--- config.mk ---
export PLATFORM = sky130hd
export DESIGN_NAME = packed_pixel_orient_minmax
export DESIGN_NICKNAME = d
export VERILOG_FILES = /design/src/rtl/ppom_pkg.sv /design/src/rtl/ppom_front.sv /design/src/rtl/ppom_fifo.sv /design/src/rtl/ppom_back.sv /design/src/rtl/packed_pixel_orient_minmax.sv
export SDC_FILE = /design/constraint.sdc
export NUM_CORES = 1
export LEC_CHECK = 0
export ABC_AREA = 1
export BUFFER_PORTS_ARGS = -buffer_cell sky130_fd_sc_hd__buf_4
export CAP_MARGIN = 20
export CORE_MARGIN = 2
export CORE_UTILIZATION = 58
export CTS_CLUSTER_DIAMETER = 60
export DETAILED_ROUTE_END_ITERATION = 16
export PLACE_DENSITY = 0.76
export SYNTH_ARGS = -nofsm -noshare
export SYNTH_HDL_FRONTEND = slang
export SYNTH_HIERARCHICAL = 1
export SYNTH_SLANG_ARGS = --single-unit
--- constraint.sdc ---
create_clock -name clk -period 5.7 [get_ports clk]
set_input_delay 1.14 -clock clk [delete_from_list [all_inputs] [get_ports clk]]
set_output_delay 1.14 -clock clk [all_outputs]
set_load 0.1 [all_outputs]
--- src/rtl/ppom_pkg.sv ---
package ppom_pkg;

  localparam int MAX_WIDTH  = 4096;
  localparam int MAX_HEIGHT = 4096;
  localparam int MAX_DIM    = (MAX_WIDTH > MAX_HEIGHT) ? MAX_WIDTH : MAX_HEIGHT;

  localparam int BYTE_W  = 8;
  localparam int PIX_W   = 16;
  localparam int DIM_W   = 13;
  localparam int ORI_W   = 3;
  localparam int IDX_W   = 24;
  localparam int CNT_W   = $clog2(MAX_DIM);
  localparam int PROD_W  = IDX_W + DIM_W;

  localparam int QDEPTH  = 4;
  localparam int QPTR_W  = $clog2(QDEPTH);

  localparam int CFG_IDX_W = 2;
  localparam logic [CFG_IDX_W-1:0] REG_MODE   = 2'd0;
  localparam logic [CFG_IDX_W-1:0] REG_ORIENT = 2'd1;
  localparam logic [CFG_IDX_W-1:0] REG_WIDTH  = 2'd2;
  localparam logic [CFG_IDX_W-1:0] REG_HEIGHT = 2'd3;

  localparam logic [ORI_W-1:0] ORI_IDENT        = 3'd0;
  localparam logic [ORI_W-1:0] ORI_FLIP_POS     = 3'd1;
  localparam logic [ORI_W-1:0] ORI_FLIP_REC     = 3'd2;
  localparam logic [ORI_W-1:0] ORI_ROT180       = 3'd3;
  localparam logic [ORI_W-1:0] ORI_TRANS        = 3'd4;
  localparam logic [ORI_W-1:0] ORI_TRANS_FLIP_R = 3'd5;
  localparam logic [ORI_W-1:0] ORI_TRANS_FLIP_K = 3'd6;
  localparam logic [ORI_W-1:0] ORI_ANTI_TRANS   = 3'd7;

  localparam logic [1:0] PH_FIRST  = 2'd0;
  localparam logic [1:0] PH_SECOND = 2'd1;
  localparam logic [1:0] PH_THIRD  = 2'd2;

  localparam logic [DIM_W-1:0] DIM_RESET = DIM_W'(4096);
  localparam logic [PIX_W-1:0] MIN_RESET = '1;

  typedef struct packed {
    logic             sixteen;
    logic [ORI_W-1:0] orient;
    logic [DIM_W-1:0] rlen;
    logic [DIM_W-1:0] nrec;
  } dims_t;

  typedef struct packed {
    logic [CNT_W-1:0] rec;
    logic [CNT_W-1:0] pos;
    logic [PIX_W-1:0] pix;
    logic [PIX_W-1:0] min;
    logic [PIX_W-1:0] max;
    logic             last;
  } pix_beat_t;

  function automatic logic [DIM_W-1:0] clamp_dim(input logic [DIM_W-1:0] v, input int maxv);
    logic [DIM_W-1:0] r;
    if (v == '0) begin
      r = DIM_W'(1);
    end else if (32'(v) > maxv) begin
      r = DIM_W'(maxv);
    end else begin
      r = v;
    end
    return r;
  endfunction

endpackage

--- src/rtl/ppom_front.sv ---
module ppom_front import ppom_pkg::*; (
  input  logic              clk,
  input  logic              rst_n,
  input  dims_t             dims,
  input  logic              in_valid,
  output logic              in_ready,
  input  logic [BYTE_W-1:0] data_byte,
  input  logic              strip_start,
  input  logic              frame_start,
  output logic              q_push,
  output pix_beat_t         q_beat,
  input  logic              q_full
);

  logic [1:0]        phase_r, phase_nxt, phase_v;
  logic [BYTE_W-1:0] held_r, held_nxt;
  logic [CNT_W-1:0]  rec_r, rec_nxt, rec_v;
  logic [CNT_W-1:0]  pos_r, pos_nxt, pos_v;
  logic [PIX_W-1:0]  min_r, min_nxt, min_v, min_new;
  logic [PIX_W-1:0]  max_r, max_nxt, max_v, max_new;
  logic [PIX_W-1:0]  pix;
  logic              have, acc, pos_wrap, rec_wrap;

  assign in_ready = !q_full;
  assign acc      = in_valid && in_ready;

  always_comb begin
    phase_v = (frame_start || strip_start) ? PH_FIRST : phase_r;
    rec_v   = frame_start ? '0 : rec_r;
    pos_v   = frame_start ? '0 : pos_r;
    min_v   = frame_start ? MIN_RESET : min_r;
    max_v   = frame_start ? '0 : max_r;

    phase_nxt = phase_v;
    held_nxt  = held_r;
    have      = 1'b0;
    pix       = '0;
    if (dims.sixteen) begin
      if (phase_v == PH_SECOND) begin
        pix       = {data_byte, held_r};
        have      = 1'b1;
        phase_nxt = PH_FIRST;
      end else begin
        held_nxt  = data_byte;
        phase_nxt = PH_SECOND;
      end
    end else begin
      case (phase_v)
        PH_FIRST: begin
          held_nxt  = data_byte;
          phase_nxt = PH_SECOND;
        end
        PH_SECOND: begin
          pix       = {4'b0, held_r, data_byte[7:4]};
          have      = 1'b1;
          held_nxt  = data_byte;
          phase_nxt = PH_THIRD;
        end
        default: begin
          pix       = {4'b0, held_r[3:0], data_byte};
          have      = 1'b1;
          phase_nxt = PH_FIRST;
        end
      endcase
    end

    min_new  = (pix < min_v) ? pix : min_v;
    max_new  = (pix > max_v) ? pix : max_v;
    pos_wrap = (IDX_W'(pos_v) + IDX_W'(1)) >= IDX_W'(dims.rlen);
    rec_wrap = (IDX_W'(rec_v) + IDX_W'(1)) >= IDX_W'(dims.nrec);

    min_nxt = min_v;
    max_nxt = max_v;
    pos_nxt = pos_v;
    rec_nxt = rec_v;
    if (have) begin
      min_nxt = min_new;
      max_nxt = max_new;
      if (pos_wrap) begin
        pos_nxt = '0;
        rec_nxt = rec_wrap ? '0 : CNT_W'(rec_v + 1'b1);
      end else begin
        pos_nxt = CNT_W'(pos_v + 1'b1);
      end
    end
  end

  assign q_push      = acc && have;
  assign q_beat.rec  = rec_v;
  assign q_beat.pos  = pos_v;
  assign q_beat.pix  = pix;
  assign q_beat.min  = min_new;
  assign q_beat.max  = max_new;
  assign q_beat.last = pos_wrap && rec_wrap;

  always_ff @(posedge clk) begin
    if (!rst_n) begin
      phase_r <= PH_FIRST;
      held_r  <= '0;
      rec_r   <= '0;
      pos_r   <= '0;
      min_r   <= MIN_RESET;
      max_r   <= '0;
    end else if (acc) begin
      phase_r <= phase_nxt;
      held_r  <= held_nxt;
      rec_r   <= rec_nxt;
      pos_r   <= pos_nxt;
      min_r   <= min_nxt;
      max_r   <= max_nxt;
    end
  end

endmodule

--- src/rtl/ppom_fifo.sv ---
module ppom_fifo import ppom_pkg::*; (
  input  logic      clk,
  input  logic      rst_n,
  input  logic      push,
  input  pix_beat_t push_beat,
  output logic      full,
  input  logic      pop,
  output logic      head_valid,
  output pix_beat_t head_beat
);

  pix_beat_t         mem_r [QDEPTH];
  logic [QPTR_W-1:0] wr_r, rd_r;
  logic [QPTR_W:0]   cnt_r;
  logic              push_ok, pop_ok;

  assign full       = (cnt_r == (QPTR_W+1)'(QDEPTH));
  assign head_valid = (cnt_r != '0);
  assign head_beat  = mem_r[rd_r];
  assign push_ok    = push && !full;
  assign pop_ok     = pop && head_valid;

  always_ff @(posedge clk) begin
    if (push_ok) begin
      mem_r[wr_r] <= push_beat;
    end
  end

  always_ff @(posedge clk) begin
    if (!rst_n) begin
      wr_r  <= '0;
      rd_r  <= '0;
      cnt_r <= '0;
    end else begin
      if (push_ok) begin
        wr_r <= QPTR_W'(wr_r + 1'b1);
      end
      if (pop_ok) begin
        rd_r <= QPTR_W'(rd_r + 1'b1);
      end
      if (push_ok && !pop_ok) begin
        cnt_r <= (QPTR_W+1)'(cnt_r + 1'b1);
      end else if (pop_ok && !push_ok) begin
        cnt_r <= (QPTR_W+1)'(cnt_r - 1'b1);
      end
    end
  end

endmodule

--- src/rtl/ppom_back.sv ---
module ppom_back import ppom_pkg::*; (
  input  logic             clk,
  input  logic             rst_n,
  input  dims_t            dims,
  input  logic             head_valid,
  input  pix_beat_t        head_beat,
  output logic             pop,
  output logic             out_valid,
  input  logic             out_ready,
  output logic [IDX_W-1:0] out_dest_index,
  output logic [PIX_W-1:0] out_pixel_value,
  output logic [PIX_W-1:0] out_running_min,
  output logic [PIX_W-1:0] out_running_max,
  output logic             out_frame_last
);

  logic [IDX_W-1:0]  ir, k, rr, nn, op_a, op_add;
  logic [DIM_W-1:0]  op_b;
  logic              s1_en, s2_en;
  logic [PROD_W-1:0] prod;

  logic              s1_v_r;
  logic [IDX_W-1:0]  s1_a_r, s1_add_r;
  logic [DIM_W-1:0]  s1_b_r;
  logic [PIX_W-1:0]  s1_pix_r, s1_min_r, s1_max_r;
  logic              s1_last_r;

  logic              s2_v_r;
  logic [IDX_W-1:0]  s2_idx_r;
  logic [PIX_W-1:0]  s2_pix_r, s2_min_r, s2_max_r;
  logic              s2_last_r;

  always_comb begin
    ir = IDX_W'(head_beat.rec);
    k  = IDX_W'(head_beat.pos);
    rr = IDX_W'(dims.rlen);
    nn = IDX_W'(dims.nrec);
    op_b = dims.orient[2] ? dims.nrec : dims.rlen;
    case (dims.orient)
      ORI_IDENT: begin
        op_a = ir;           op_add = k;
      end
      ORI_FLIP_POS: begin
        op_a = ir + 1'b1;    op_add = ~k;
      end
      ORI_FLIP_REC: begin
        op_a = nn - 1'b1 - ir; op_add = k;
      end
      ORI_ROT180: begin
        op_a = nn - ir;      op_add = ~k;
      end
      ORI_TRANS: begin
        op_a = k;            op_add = ir;
      end
      ORI_TRANS_FLIP_R: begin
        op_a = k;            op_add = nn - 1'b1 - ir;
      end
      ORI_TRANS_FLIP_K: begin
        op_a = rr - 1'b1 - k; op_add = ir;
      end
      ORI_ANTI_TRANS: begin
        op_a = rr - 1'b1 - k; op_add = nn - 1'b1 - ir;
      end
      default: begin
        op_a = '0;           op_add = '0;
      end
    endcase
  end

  assign s2_en = !s2_v_r || out_ready;
  assign s1_en = !s1_v_r || s2_en;
  assign pop   = head_valid && s1_en;
  assign prod  = s1_a_r * s1_b_r;

  always_ff @(posedge clk) begin
    if (!rst_n) begin
      s1_v_r <= 1'b0;
      s2_v_r <= 1'b0;
    end else begin
      if (s1_en) begin
        s1_v_r <= head_valid;
      end
      if (s2_en) begin
        s2_v_r <= s1_v_r;
      end
    end
  end

  always_ff @(posedge clk) begin
    if (s1_en && head_valid) begin
      s1_a_r    <= op_a;
      s1_b_r    <= op_b;
      s1_add_r  <= op_add;
      s1_pix_r  <= head_beat.pix;
      s1_min_r  <= head_beat.min;
      s1_max_r  <= head_beat.max;
      s1_last_r <= head_beat.last;
    end
    if (s2_en && s1_v_r) begin
      s2_idx_r  <= prod[IDX_W-1:0] + s1_add_r;
      s2_pix_r  <= s1_pix_r;
      s2_min_r  <= s1_min_r;
      s2_max_r  <= s1_max_r;
      s2_last_r <= s1_last_r;
    end
  end

  assign out_valid       = s2_v_r;
  assign out_dest_index  = s2_idx_r;
  assign out_pixel_value = s2_pix_r;
  assign out_running_min = s2_min_r;
  assign out_running_max = s2_max_r;
  assign out_frame_last  = s2_last_r;

endmodule

--- src/rtl/packed_pixel_orient_minmax.sv ---
// Raw image byte stream in, reoriented pixels out.
// Input channel (in_*): one byte per beat with strip_start / frame_start
// flags. In 12-bit mode three bytes give two pixels, in 16-bit mode two
// bytes give one little-endian pixel. Bytes that complete no pixel give
// no output beat.
// Output channel (out_*): one beat per pixel with its destination index in
// the selected orientation, the pixel, the running min/max of the frame and
// a mark on the final pixel of the frame.
// Config (cfg_*): single-cycle writes, index 0 mode, 1 orientation,
// 2 width, 3 height. Write only while no beats are in flight.
// Throughput: one byte per clock while in_ready is high. The path from the
// byte that completes a pixel to the output beat is a 4-entry beat queue,
// an operand stage and a multiply/add stage that is the output register.
// Reset: sync, active low; clears queue and pipeline, counters, byte phase,
// min/max, and loads the config defaults (12-bit, identity, 4096 x 4096).
// Output stall: the output register holds; the queue then fills and
// in_ready drops once it holds four pixels.
module packed_pixel_orient_minmax import ppom_pkg::*; (
  input  logic                 clk,
  input  logic                 rst_n,
  input  logic                 cfg_wr_en,
  input  logic [CFG_IDX_W-1:0] cfg_index,
  input  logic [DIM_W-1:0]     cfg_wdata,
  input  logic                 in_valid,
  output logic                 in_ready,
  input  logic [BYTE_W-1:0]    in_data_byte,
  input  logic                 in_strip_start,
  input  logic                 in_frame_start,
  output logic                 out_valid,
  input  logic                 out_ready,
  output logic [IDX_W-1:0]     out_dest_index,
  output logic [PIX_W-1:0]     out_pixel_value,
  output logic [PIX_W-1:0]     out_running_min,
  output logic [PIX_W-1:0]     out_running_max,
  output logic                 out_frame_last
);

  logic             sixteen_r;
  logic [ORI_W-1:0] orient_r;
  logic [DIM_W-1:0] width_r, height_r, w_eff, h_eff;
  dims_t            dims;

  logic      q_push, q_full, q_valid, q_pop;
  pix_beat_t q_in, q_head;

  always_ff @(posedge clk) begin
    if (!rst_n) begin
      sixteen_r <= 1'b0;
      orient_r  <= ORI_IDENT;
      width_r   <= DIM_RESET;
      height_r  <= DIM_RESET;
    end else if (cfg_wr_en) begin
      case (cfg_index)
        REG_MODE:   sixteen_r <= cfg_wdata[0];
        REG_ORIENT: orient_r  <= cfg_wdata[ORI_W-1:0];
        REG_WIDTH:  width_r   <= cfg_wdata;
        REG_HEIGHT: height_r  <= cfg_wdata;
        default: begin
        end
      endcase
    end
  end

  assign w_eff        = clamp_dim(width_r, MAX_WIDTH);
  assign h_eff        = clamp_dim(height_r, MAX_HEIGHT);
  assign dims.sixteen = sixteen_r;
  assign dims.orient  = orient_r;
  assign dims.rlen    = orient_r[2] ? w_eff : h_eff;
  assign dims.nrec    = orient_r[2] ? h_eff : w_eff;

  ppom_front u_front (
    .clk         (clk),
    .rst_n       (rst_n),
    .dims        (dims),
    .in_valid    (in_valid),
    .in_ready    (in_ready),
    .data_byte   (in_data_byte),
    .strip_start (in_strip_start),
    .frame_start (in_frame_start),
    .q_push      (q_push),
    .q_beat      (q_in),
    .q_full      (q_full)
  );

  ppom_fifo u_fifo (
    .clk        (clk),
    .rst_n      (rst_n),
    .push       (q_push),
    .push_beat  (q_in),
    .full       (q_full),
    .pop        (q_pop),
    .head_valid (q_valid),
    .head_beat  (q_head)
  );

  ppom_back u_back (
    .clk             (clk),
    .rst_n           (rst_n),
    .dims            (dims),
    .head_valid      (q_valid),
    .head_beat       (q_head),
    .pop             (q_pop),
    .out_valid       (out_valid),
    .out_ready       (out_ready),
    .out_dest_index  (out_dest_index),
    .out_pixel_value (out_pixel_value),
    .out_running_min (out_running_min),
    .out_running_max (out_running_max),
    .out_frame_last  (out_frame_last)
  );

  a_minmax_bound: assert property (@(posedge clk) disable iff (!rst_n)
    out_valid |-> (out_running_min <= out_pixel_value) &&
                  (out_pixel_value <= out_running_max))
    else $error("pixel outside running min/max");

  a_twelve_bit_range: assert property (@(posedge clk) disable iff (!rst_n)
    out_valid && !sixteen_r |-> out_pixel_value[PIX_W-1:12] == '0)
    else $error("12-bit pixel has upper bits set");

  a_reset_empty: assert property (@(posedge clk)
    $past(!rst_n) |-> !out_valid && in_ready)
    else $error("pipeline not empty after reset");

  a_queue_ready: assert property (@(posedge clk) disable iff (!rst_n)
    !q_full |-> in_ready)
    else $error("input stalled with queue space");

endmodule
== Word level (Yosys, flattened, before mapping) ==
Memory sizes are Yosys's and may differ from the RTL's. A register that Yosys moved wholly into a read port is not among the register bits.
Cells that the tools add are included.
Widths: inputs -> output; s select.

* $add $sub $neg: 15
* Multiply operators: 1
* Div/mod/pow operators: 0
* Order comparisons: 6
* Equality and inequality tests: 13
* Shifts and indexed selects: 0
* Multiplexer cells: 41
* Bitwise gates (word level): 1
* Reduce and logical (&&, ||, !) cells: 37

{| class="wikitable"
|+ Operators with widths
! kind !! count
|-
| $pmux 24 s6 || 1
|-
| $mux 16 || 8
|-
| $pmux 24 s4 || 1
|-
| $mux 13 || 7
|-
| $mux 12 || 7
|-
| $ge 24x13->1 || 2
|-
| $sub 24x12->24 || 2
|-
| $add 12x1->13 const B || 3
|-
| $sub 13x1->14 const B || 2
|-
| $gt 13x13->1 const B || 2
|-
| $logic_not 13->1 || 2
|-
| $add 12x1->12 const B || 2
|-
| $add 24x24->24 || 1
|-
| $mul 24x13->24 || 1
|-
| $mux 8 || 3
|-
| $not 12->24 || 1
|-
| $pmux 12 s2 || 1
|-
| $gt 16x16->1 || 1
|-
| $lt 16x16->1 || 1
|-
| $eq 3x3->1 const B || 5
|-
| $reduce_or 2->1 || 7
|-
| $sub 13x12->14 || 1
|-
| $logic_and 1x1->1 || 9
|-
| $mux 2 || 4
|-
| other kinds (19) || 40
|}

* Flip-flop bits (word level): 288
* Latch bits: 0
* Memory bits (writable): 292
* ROM bits: 0
* Output and inout port bits: 75
* Memories kept: 1

{| class="wikitable"
|+ Memories
! memory !! depth !! width !! rd ports !! clocked after memory_dff !! write ports !! RTL line !! text
|-
| u_fifo.mem_r || 4 || 73 || 1 || 1 || 1 || ppom_fifo.sv:12 || <nowiki>pix_beat_t mem_r [QDEPTH];</nowiki>
|}

== Depth between registers and ports, before layout ==
Gate-level depths: netlist (run 1).

* Word-level depth: 11
* Mapped depth: 28

== Cells and area by module ==
Netlist (run 1), hierarchy kept.

{| class="wikitable"
|+ By module, submodules not included
! module !! instances !! cells an instance !! area an instance (µm²)
|-
| ppom_back || 1 || 1,993 || 16,938.7
|-
| ppom_fifo || 1 || 775 || 11,319.6
|-
| ppom_front || 1 || 863 || 5,703.0
|-
| packed_pixel_orient_minmax || 1 || 258 || 1,655.3
|}

== Least setup slack after synthesis (run 1) ==
OpenSTA, ideal clock, no wires.

* Kind: in2reg
* Start: input port in_frame_start
* End: memory u_fifo/mem_r[0][0] in the netlist's numbering (enable)
* Setup time: 0.505 ns
* Data arrival time: 5.671 ns
* Slack: -0.476 ns
* Stages: 10
* Path through: buf_6 nor2_8 nand2_1 nor2_2 nor2_1 nor2_1 clkbuf_1 buf_2 nand2_1 nor2_1

* Word-level cells in the longest chain between the ends: 9
* Elaborated cells between the ends (all ways): 11

{| class="wikitable"
|+ RTL lines
! element !! RTL line !! text
|-
| start: declaration || packed_pixel_orient_minmax.sv:28 || <nowiki>input logic in_frame_start,</nowiki>
|-
| $logic_or 1x1->1 * || ppom_front.sv:28 || <nowiki>phase_v = (frame_start || strip_start) ? PH_FIRST : phase_r;</nowiki>
|-
| $mux 2 * || ppom_front.sv:28 ||
|-
| $eq 2x1->1 / $logic_not 2->1 (equally long branches) || ppom_front.sv:39, ppom_front.sv:48 ||
|-
| $mux 1, on equally long branches || ppom_front.sv:39, ppom_front.sv:48 ||
|-
| $mux 1 * || ppom_front.sv:38 || <nowiki>if (dims.sixteen) begin</nowiki>
|-
| $logic_and 1x1->1 * || ppom_front.sv:88 || <nowiki>assign q_push = acc && have;</nowiki>
|-
| net q_push || packed_pixel_orient_minmax.sv:43 || <nowiki>logic q_push, q_full, q_valid, q_pop;</nowiki>
|-
| $logic_and 1x1->1 * || ppom_fifo.sv:20 || <nowiki>assign push_ok = push && !full;</nowiki>
|-
| $mux 1 * || ppom_fifo.sv:24 || <nowiki>if (push_ok) begin</nowiki>
|-
| $mux 1 (implied by the code) * || ppom_fifo.sv:25 || <nowiki>mem_r[wr_r] <= push_beat;</nowiki>
|-
| end: declaration || ppom_fifo.sv:12 ||
|}

The timed path passes the listed nets; every way through them passes the cells marked *.

== Worst setup path in the final report (run 1) ==
* Start: register u_back.s1_b_r[3]
* End: register u_back.s2_idx_r[16], in the netlist u_back/out_dest_index[16] (data pin)

* Word-level cells in the longest chain between the ends: 2

{| class="wikitable"
|+ RTL lines
! element !! RTL line !! text
|-
| start: declaration || ppom_back.sv:24 || <nowiki>logic [DIM_W-1:0] s1_b_r;</nowiki>
|-
| start signal: assignment || ppom_back.sv:92 || <nowiki>s1_b_r <= op_b;</nowiki>
|-
| $mul 24x13->24 || ppom_back.sv:73 || <nowiki>assign prod = s1_a_r * s1_b_r;</nowiki>
|-
| $add 24x24->24 || ppom_back.sv:100 || <nowiki>s2_idx_r <= prod[IDX_W-1:0] + s1_add_r;</nowiki>
|-
| end signal: assignment || ppom_back.sv:100 ||
|-
| end: declaration || ppom_back.sv:29 || <nowiki>logic [IDX_W-1:0] s2_idx_r;</nowiki>
|}

Every way passes these cells.
A chain may end at the register's enable or synchronous reset.

==> run_summary.xml, run 1 <==
<?xml version="1.0" encoding="UTF-8"?>
<metrics>
  <group name="timing">
    <metric name="setup_violation_total_in_the_final_timing_report" unit="">0</metric>
    <metric name="transition_time_at_the_pin_with_the_least_slew_margin" unit="ps">961</metric>
    <metric name="period_needed" unit="ps">5560</metric>
    <metric name="final.period_utilization" unit="%">97.6</metric>
    <metric name="maxSlewViolCount" unit="">0</metric>
    <metric name="timing.final.hold_violations" unit="">0</metric>
    <metric name="max_freq" unit="MHz">180</metric>
    <metric name="finalClockSkew" unit="ps">57.8</metric>
    <metric name="relSlewSlack" unit="%">35.9</metric>
  </group>
  <group name="worst_setup_path">
    <metric name="crit_path_top_delay_cell" unit="">sky130_fd_sc_hd__fa_1</metric>
    <metric name="timing_worst_setup_path_type" unit="">flop to flop</metric>
    <metric name="timing.critical_path.buf_inv" unit="">6</metric>
    <metric name="worst_ep_required_time" unit="ps">6070</metric>
    <metric name="setup.worst_path.end_class" unit="">flop</metric>
    <metric name="timing.critical_path.arrival" unit="ps">5930</metric>
    <metric name="critPathMaxFanout" unit="">6</metric>
    <metric name="crit_chain" unit="">buf_12 -&gt; nand2_1 -&gt; inv_1 -&gt; fa_1 -&gt; inv_1 -&gt; fa_1 -&gt; inv_1 -&gt; fa_1 -&gt; fa_1 -&gt; fa_1 -&gt; inv_1 -&gt; fa_1 -&gt; inv_1 -&gt; ha_2 -&gt; nand2_1 -&gt; nand2_1 -&gt; a31oi_2 -&gt; o21ai_2 -&gt; nand2_1 -&gt; nand2_2 -&gt; nand2_1 -&gt; a21o_1 -&gt; nand2_1</metric>
    <metric name="crit_path_max_incr_delay" unit="ps">540</metric>
    <metric name="timing.critical_path.max_delay_family" unit="">adder cells</metric>
    <metric name="critical_path.startpoint_type" unit="">flop</metric>
  </group>
  <group name="floorplanning">
    <metric name="starting_utilization_of_the_core_area" unit="%">58.8</metric>
    <metric name="floorplan.rows" unit="">90</metric>
    <metric name="die_w" unit="µm">252</metric>
    <metric name="die_h" unit="µm">252</metric>
    <metric name="design.core.area" unit="µm²">60600</metric>
    <metric name="ios" unit="">105</metric>
    <metric name="floorplan.die_area" unit="µm²">63400</metric>
  </group>
  <group name="global_routing">
    <metric name="grt_util_all_layers" unit="%">28.3</metric>
    <metric name="antenna_found_initial" unit="">3</metric>
    <metric name="grt_max_degree" unit="">89</metric>
    <metric name="vias_in_the_first_global_route" unit="">26400</metric>
    <metric name="grt_remaining_overflow" unit="">0</metric>
    <metric name="wire_length_of_the_first_global_routing_pass" unit="µm">141000</metric>
  </group>
  <group name="detailed_routing">
    <metric name="firstDrtPassIters" unit="">6</metric>
    <metric name="wirelength" unit="µm">91200</metric>
    <metric name="drc" unit="">0</metric>
    <metric name="drt_iter0_drc" unit="">2786</metric>
    <metric name="route.detailed.vias_per_inst" unit="">5.70</metric>
    <metric name="ant_nets" unit="">0</metric>
    <metric name="wl_per_cell" unit="µm">18.8</metric>
    <metric name="via_count_of_the_routed_design" unit="">27700</metric>
  </group>
  <group name="cts">
    <metric name="clk_pin_slew" unit="ps">60</metric>
    <metric name="numCtsBuffers" unit="">60</metric>
    <metric name="clock_latency" unit="ps">660</metric>
    <metric name="cts_tree" unit="">done</metric>
    <metric name="cts-root-buf" unit="">sky130_fd_sc_hd__clkbuf_16</metric>
    <metric name="cts.sink_count" unit="">573</metric>
    <metric name="ctsHtreeMaxLevel" unit="">2</metric>
    <metric name="clock_tree.buffer_depth" unit="">3</metric>
  </group>
  <group name="synth">
    <metric name="synthMostInstantiatedCell" unit="">sky130_fd_sc_hd__nand2_1</metric>
    <metric name="ys.flop_type" unit="">sky130_fd_sc_hd__edfxtp_1</metric>
    <metric name="synth_cell_type_count" unit="">65</metric>
    <metric name="post_synth_main_area_contributors" unit="">sky130_fd_sc_hd__edfxtp_1 39%, sky130_fd_sc_hd__fa_1 11%, sky130_fd_sc_hd__nand2_1 8.0%</metric>
    <metric name="netlist_instances" unit="">3889</metric>
    <metric name="ys_async_sr_fraction" unit="%">0</metric>
    <metric name="synth_top_area_share" unit="%">39.3</metric>
    <metric name="ys_seq_area_share" unit="%">45.3</metric>
    <metric name="post_synth_top_area_cell" unit="">sky130_fd_sc_hd__edfxtp_1</metric>
    <metric name="yosysWarnings" unit="">6</metric>
    <metric name="syn_nets" unit="">4263</metric>
    <metric name="ys_seq_elements" unit="">573</metric>
    <metric name="synth_enable_flop_cells" unit="">466</metric>
    <metric name="synthTopCellsByCount" unit="">758 x sky130_fd_sc_hd__nand2_1, 579 x sky130_fd_sc_hd__inv_1, 466 x sky130_fd_sc_hd__edfxtp_1</metric>
    <metric name="syn_area_per_cell" unit="µm²">9.16</metric>
    <metric name="synth_area" unit="µm²">35600</metric>
  </group>
  <group name="placement">
    <metric name="count_of_buffers_from_port_buffering" unit="">104</metric>
    <metric name="place.detailed.instances" unit="">4712</metric>
    <metric name="gp_routability_congestion" unit="">0.954</metric>
    <metric name="dp_hpwl" unit="µm">64800</metric>
  </group>
  <group name="status">
    <metric name="outcome" unit="">complete, no violations</metric>
  </group>
  <group name="worst_hold_path">
    <metric name="holdCritPathClass" unit="">flop to flop</metric>
  </group>
  <group name="cells_and_area">
    <metric name="final_nets" unit="">4401</metric>
    <metric name="post_route_cells_drive_above_1_share" unit="%">11.9</metric>
    <metric name="area_growth_syn_to_layout" unit="%">12.7</metric>
    <metric name="final_cell_count_no_fill" unit="">4861</metric>
    <metric name="fill_cells" unit="">4699</metric>
    <metric name="regArea" unit="µm²">16100</metric>
    <metric name="footprint_of_the_multi_input_gates" unit="µm²">16800</metric>
  </group>
  <group name="job">
    <metric name="maxCapViolCount" unit="">0</metric>
  </group>
</metrics>
kinds of logic after synthesis:
kind of cell | share of synthesized area (%)
simple gates | 18.4
flops | 45.3
compound gates | 9.87
xor+xnor | 1.52
fa+ha+maj | 16.1
buf+inv | 8.73
placed cells by master (no fill, tap or decap), types with 8 or more instances in the layout:
master / synthesis / final
sky130_fd_sc_hd__buf_4: 14 / 212
sky130_fd_sc_hd__inv_2: 22 / 26
sky130_fd_sc_hd__nand3_1: 253 / 250
sky130_fd_sc_hd__a21oi_2: 0 / 8
sky130_fd_sc_hd__edfxtp_1: 466 / 466
sky130_fd_sc_hd__nand2_2: 13 / 26
sky130_fd_sc_hd__nor2_2: 12 / 17
sky130_fd_sc_hd__xor2_1: 42 / 42
sky130_fd_sc_hd__o21ai_0: 177 / 174
sky130_fd_sc_hd__a211oi_1: 23 / 23
sky130_fd_sc_hd__nor3_1: 36 / 34
sky130_fd_sc_hd__fa_1: 192 / 192
sky130_fd_sc_hd__and2_1: 21 / 21
sky130_fd_sc_hd__o21a_1: 12 / 12
sky130_fd_sc_hd__xnor2_1: 18 / 18
sky130_fd_sc_hd__o21ai_1: 93 / 93
sky130_fd_sc_hd__nor2_1: 385 / 375
sky130_fd_sc_hd__buf_12: 0 / 9
sky130_fd_sc_hd__nand4_1: 23 / 23
sky130_fd_sc_hd__o211ai_1: 11 / 11
sky130_fd_sc_hd__o2111ai_1: 8 / 8
sky130_fd_sc_hd__a21o_1: 8 / 8
sky130_fd_sc_hd__nand2_1: 758 / 743
sky130_fd_sc_hd__nand3b_1: 8 / 8
sky130_fd_sc_hd__clkbuf_16: 0 / 64
sky130_fd_sc_hd__nor2_4: 3 / 8
sky130_fd_sc_hd__clkinvlp_4: 0 / 11
sky130_fd_sc_hd__clkinv_1: 5 / 9
sky130_fd_sc_hd__o211ai_2: 8 / 8
sky130_fd_sc_hd__ha_1: 152 / 137
sky130_fd_sc_hd__a21oi_1: 146 / 136
sky130_fd_sc_hd__ha_4: 0 / 13
sky130_fd_sc_hd__o22ai_1: 80 / 80
sky130_fd_sc_hd__dfxtp_1: 107 / 104
sky130_fd_sc_hd__inv_1: 579 / 574
flip-flops by register name, indices dropped and copies added (netlist names), 12 cells and up, named ones only:
register / flops
u_back/s1_max_r: 16
u_back/s1_b_r: 13
u_back/out_running_max: 16
u_back/out_dest_index: 24
u_front/rec_r: 12
u_back/s1_pix_r: 16
u_front/pos_r: 12
u_front/min_r: 16
u_back/out_running_min: 16
u_back/s1_min_r: 16
u_front/max_r: 16
u_back/s1_a_r: 24
width_r: 13
u_fifo/mem_r: 292
height_r: 13
u_back/s1_add_r: 15
u_back/out_pixel_value: 16
what timing repair did:
action,in CTS,in global routing
hold buffers,0,0
endpoints found under the hold margin,0,0
setup endpoints to repair,0,12
buffers inserted,0,32
resized for setup,0,75
routing by layer:
layer / track usage (%) / vias to the layer above / wire length (µm)
li1: - / 13100 / -
met3: 4.49 / 178 / 7970
met1: 39.8 / 13200 / 38000
met2: 46.3 / 1251 / 42900
met5: 0 / - / 15
met4: 7.49 / 2 / 2310
final timing paths:
kind,slack (ps),to,depth (start not counted),start
worst max register to register,140,u_back/out_dest_index[16]$_DFFE_PP_,23,u_back/s1_b_r[3]$_DFFE_PP_
worst min-delay path,410,u_back/out_pixel_value[11]$_DFFE_PP_,0,u_back/s1_pix_r[11]$_DFFE_PP_
worst max-delay path,140,u_back/out_dest_index[16]$_DFFE_PP_,23,u_back/s1_b_r[3]$_DFFE_PP_
worst min register to register,410,u_back/out_pixel_value[11]$_DFFE_PP_,0,u_back/s1_pix_r[11]$_DFFE_PP_
stage by stage:
| stage | cell area [µm²] | util [%] | setup TNS, ps | hold WS, ps | worst slack [ps] |
|---|---|---|---|---|---|
| final | 40200 | 66.3 | 0 | 408 | 137 |
| after detailed placement | 37400 | 61.7 | 0 | 405 | 29.6 |
| after global routing | 40200 | 66.3 | -129 | 411 | -59.4 |
| after floorplan | 35600 | - | -138950 | 400 | -476 |
| after CTS | 39500 | 65.2 | 0 | 405 | 23.7 |
| after global placement | 37400 | 61.7 | 0 | 401 | 104 |
area by class of cell:
type	count	area share [%]
Clock buffer	73	4.09
Sequential cell	573	40.2
Tap cell	782	2.44
Timing Repair Buffer	225	4.58
Antenna cell	1	0.00623
Multi-Input combinational cell	2559	41.7
Inverter	608	5.70
Clock inverter	40	1.24
Power of run 1 is left out: the tool's default activity adds up to more than one toggle a clock period on the data nets, which glitch-free logic cannot reach.
==> run 2: changes to the inputs <==
--- a/config.mk
+++ b/config.mk
@@ -5,14 +5,13 @@
 export SDC_FILE = /design/constraint.sdc
 export NUM_CORES = 1
 export LEC_CHECK = 0
-export ABC_AREA = 1
 export BUFFER_PORTS_ARGS = -buffer_cell sky130_fd_sc_hd__buf_4
 export CAP_MARGIN = 20
 export CORE_MARGIN = 2
-export CORE_UTILIZATION = 58
+export CORE_UTILIZATION = 57
 export CTS_CLUSTER_DIAMETER = 60
 export DETAILED_ROUTE_END_ITERATION = 16
-export PLACE_DENSITY = 0.76
+export PLACE_DENSITY = 0.77
 export SYNTH_ARGS = -nofsm -noshare
 export SYNTH_HDL_FRONTEND = slang
 export SYNTH_HIERARCHICAL = 1
==> run 2 against run 1 <==
The flow now finishes with violations (negative setup slack). Routed wire length shrank 11%. Clock skew shrank 29 ps. Via count shrank 19%. Register-to-register slack lost 200 ps. Critical path type unchanged.
==> run_summary.xml, run 2 <==
<?xml version="1.0" encoding="UTF-8"?>
<metrics>
  <group name="status">
    <metric name="outcome" unit="">finished, violations left</metric>
    <metric name="failed_checks" unit="">negative setup slack</metric>
  </group>
  <group name="placement">
    <metric name="gp_routability_congestion" unit="">0.937</metric>
    <metric name="count_of_buffers_from_port_buffering" unit="">104</metric>
    <metric name="placement.setup.worst_slack" unit="ps">-125</metric>
    <metric name="dp_hpwl" unit="µm">57800</metric>
    <metric name="dpl_cell_area" unit="µm²">36100</metric>
  </group>
  <group name="global_routing">
    <metric name="vias_in_the_first_global_route" unit="">23200</metric>
    <metric name="grt_util_all_layers" unit="%">26.1</metric>
    <metric name="wire_length_of_the_first_global_routing_pass" unit="µm">128000</metric>
    <metric name="grt_remaining_overflow" unit="">0</metric>
    <metric name="antenna_found_initial" unit="">1</metric>
    <metric name="grt_max_degree" unit="">84</metric>
  </group>
  <group name="detailed_routing">
    <metric name="via_count_of_the_routed_design" unit="">22400</metric>
    <metric name="route.detailed.vias_per_inst" unit="">5.97</metric>
    <metric name="wirelength" unit="µm">81000</metric>
    <metric name="drt_iter0_drc" unit="">1936</metric>
    <metric name="firstDrtPassIters" unit="">6</metric>
    <metric name="drc" unit="">0</metric>
    <metric name="wl_per_cell" unit="µm">21.6</metric>
    <metric name="ant_nets" unit="">0</metric>
  </group>
  <group name="timing">
    <metric name="fin_ws" unit="ps">-59.8</metric>
    <metric name="finalClockSkew" unit="ps">29.2</metric>
    <metric name="max_freq" unit="MHz">174</metric>
    <metric name="relSlewSlack" unit="%">33.8</metric>
    <metric name="period_needed" unit="ps">5760</metric>
    <metric name="timing.final.hold_violations" unit="">0</metric>
    <metric name="final.period_utilization" unit="%">101</metric>
    <metric name="setup_repair_after_global_routing_missed_its_margin" unit="">yes</metric>
    <metric name="setup_violation_total_in_the_final_timing_report" unit="">4</metric>
    <metric name="maxSlewViolCount" unit="">0</metric>
    <metric name="transition_time_at_the_pin_with_the_least_slew_margin" unit="ps">991</metric>
    <metric name="setup_tns" unit="ps">-126</metric>
  </group>
  <group name="floorplanning">
    <metric name="design.core.area" unit="µm²">59100</metric>
    <metric name="die_h" unit="µm">249</metric>
    <metric name="floorplan.die_area" unit="µm²">61900</metric>
    <metric name="die_w" unit="µm">249</metric>
    <metric name="floorplan.rows" unit="">89</metric>
    <metric name="starting_utilization_of_the_core_area" unit="%">57.8</metric>
    <metric name="ios" unit="">105</metric>
  </group>
  <group name="cts">
    <metric name="numCtsBuffers" unit="">61</metric>
    <metric name="clock_latency" unit="ps">630</metric>
    <metric name="cts_tree" unit="">done</metric>
    <metric name="cts-root-buf" unit="">sky130_fd_sc_hd__clkbuf_16</metric>
    <metric name="cts.sink_count" unit="">573</metric>
    <metric name="hold_bufs_inserted_after_cts" unit="">0</metric>
    <metric name="ctsHtreeMaxLevel" unit="">2</metric>
    <metric name="clk_pin_slew" unit="ps">60</metric>
    <metric name="clock_tree.buffer_depth" unit="">3</metric>
  </group>
  <group name="worst_setup_path">
    <metric name="timing.critical_path.arrival" unit="ps">6110</metric>
    <metric name="crit_path_max_incr_delay" unit="ps">540</metric>
    <metric name="setup.worst_path.end_class" unit="">flop</metric>
    <metric name="timing_worst_setup_path_type" unit="">flop to flop</metric>
    <metric name="critPathMaxFanout" unit="">20</metric>
    <metric name="reg2reg_setup_slack" unit="ps">-60</metric>
    <metric name="critical_path.startpoint_type" unit="">flop</metric>
    <metric name="critPathMostFrequentCell" unit="">sky130_fd_sc_hd__fa_1</metric>
    <metric name="crit_chain" unit="">buf_6 -&gt; and2_1 -&gt; fa_1 -&gt; inv_1 -&gt; fa_1 -&gt; inv_1 -&gt; fa_1 -&gt; fa_1 -&gt; fa_1 -&gt; inv_1 -&gt; fa_1 -&gt; inv_1 -&gt; ha_4 -&gt; a211oi_4 -&gt; buf_4 -&gt; nand2_1 -&gt; o21ai_0 -&gt; nor2_1 -&gt; a31oi_1 -&gt; nor2b_2 -&gt; xnor2_1</metric>
    <metric name="worst_ep_required_time" unit="ps">6050</metric>
    <metric name="crit_path_top_delay_cell" unit="">sky130_fd_sc_hd__fa_1</metric>
  </group>
  <group name="synth">
    <metric name="synth_cell_type_count" unit="">95</metric>
    <metric name="ys_async_sr_fraction" unit="%">0</metric>
    <metric name="syn_nets" unit="">3162</metric>
    <metric name="synthTopCellsByCount" unit="">466 x sky130_fd_sc_hd__edfxtp_1, 317 x sky130_fd_sc_hd__inv_1, 292 x sky130_fd_sc_hd__nand2_1</metric>
    <metric name="yosysWarnings" unit="">6</metric>
    <metric name="ys.flop_type" unit="">sky130_fd_sc_hd__edfxtp_1</metric>
    <metric name="synth_area" unit="µm²">34200</metric>
    <metric name="post_synth_main_area_contributors" unit="">sky130_fd_sc_hd__edfxtp_1 41%, sky130_fd_sc_hd__fa_1 11%, sky130_fd_sc_hd__dfxtp_1 6.3%</metric>
    <metric name="netlist_instances" unit="">2788</metric>
    <metric name="ys_seq_area_share" unit="%">47.2</metric>
    <metric name="synthMostInstantiatedCell" unit="">sky130_fd_sc_hd__edfxtp_1</metric>
    <metric name="synth_top_area_share" unit="%">40.9</metric>
    <metric name="ys_seq_elements" unit="">573</metric>
    <metric name="syn_area_per_cell" unit="µm²">12.3</metric>
    <metric name="synth_enable_flop_cells" unit="">466</metric>
    <metric name="post_synth_top_area_cell" unit="">sky130_fd_sc_hd__edfxtp_1</metric>
  </group>
  <group name="cells_and_area">
    <metric name="layout_common_cells" unit="">466 x sky130_fd_sc_hd__edfxtp_1, 313 x sky130_fd_sc_hd__inv_1, 292 x sky130_fd_sc_hd__nand2_1</metric>
    <metric name="area_growth_syn_to_layout" unit="%">12.5</metric>
    <metric name="final_nets" unit="">3307</metric>
    <metric name="layout.cells.most_common" unit="">sky130_fd_sc_hd__edfxtp_1</metric>
    <metric name="post_route_cells_drive_above_1_share" unit="%">16.4</metric>
    <metric name="fin_area" unit="µm²">38400</metric>
    <metric name="antenna_cells" unit="">0</metric>
    <metric name="largest_register_ff_count" unit="">292</metric>
    <metric name="fill_cells" unit="">4235</metric>
    <metric name="largest-register" unit="">u_fifo/mem_r</metric>
  </group>
  <group name="job">
    <metric name="maxCapViolCount" unit="">0</metric>
  </group>
  <group name="worst_hold_path">
    <metric name="holdCritPathClass" unit="">flop to flop</metric>
  </group>
</metrics>
==> run 2: changes by cell type in the layout (fill, tap and decap cells not counted), moves of 101 or more <==
cell / delta
sky130_fd_sc_hd__inv_1: -261
sky130_fd_sc_hd__and2_1: +101
sky130_fd_sc_hd__o21ai_0: -123
sky130_fd_sc_hd__nand2_1: -451
sky130_fd_sc_hd__nor2_1: -293
sky130_fd_sc_hd__nand3_1: -220
==> run 2: worst paths after layout <==
check	start	end	cells past startpoint
hold / removal	u_back/s1_min_r[2]$_DFFE_PP_	u_back/out_running_min[2]$_DFFE_PP_	0
setup reg to reg	u_back/s1_b_r[3]$_DFFE_PP_	u_back/out_dest_index[21]$_DFFE_PP_	21
setup / recovery	u_back/s1_b_r[3]$_DFFE_PP_	u_back/out_dest_index[21]$_DFFE_PP_	21
hold reg to reg	u_back/s1_min_r[2]$_DFFE_PP_	u_back/out_running_min[2]$_DFFE_PP_	0
==> run 2: logic make-up after synthesis <==
family                   after synthesis  synth area share, %
buffers and inverters                439                 5.45
XOR/XNOR                             134                 3.43
flip-flops                           573                 47.2
AND/OR/NAND/NOR                      740                 11.0
adder cells (fa/ha/maj)              344                 16.8
AO/OA/AOI/OAI                        392                 8.36
multiplexers                         166                 7.77
==> run 2: final cells by class <==
| type | instances | area (µm²) | area share [%] |
|---|---|---|---|
| Sequential cell | 573 | 16100 | 42.0 |
| Inverter | 318 | 1190 | 3.11 |
| Multi-Input combinational cell | 1776 | 16300 | 42.5 |
| Clock buffer | 76 | 1620 | 4.22 |
| Timing Repair Buffer | 203 | 1600 | 4.17 |
| Tap cell | 773 | 967 | 2.52 |
| Clock inverter | 39 | 562 | 1.46 |
==> run 2: per-layer routing <==
layer | part of all wire, % | GRT usage, % | wire length [µm]
met5 | 0.020 | 0 | 16
met4 | 2.2 | 7.27 | 1810
met3 | 6.6 | 4.20 | 5380
met2 | 48 | 43.6 | 39200
met1 | 43 | 35.8 | 34600
==> run 2: timing repair <==
action | in CTS | in global routing
resized for setup | 19 | 13
endpoints found under the setup margin | 8 | 11
pin swaps | 9 | 8
setup buffers | 4 | 1
endpoints found under the hold margin | 0 | 0
==> run 2: through the flow <==
stage | hold slack (ps) | util [%] | instances
2_1_floorplan | 400 | - | 2788
3_3_place_gp | 401 | 61.0 | 3639
3_5_place_dp | 405 | 61.0 | 3639
4_1_cts | 418 | 64.9 | 3758
5_1_grt | 425 | 65.0 | 3758
6_report | 419 | 65.0 | 3758
==> run 2: worst max-delay path: cells and delay by family (launching register included) <==
kind | cells | cell delay [ps]
adders and majority gates | 7 | 3340
AOI/OAI and AO/OA | 3 | 570
buffers and inverters | 6 | 550
and+or+nand+nor | 4 | 530
DFF | 1 | 400
xor gates and xnor gates | 1 | 80
Power of run 2 is left out for the same reason.
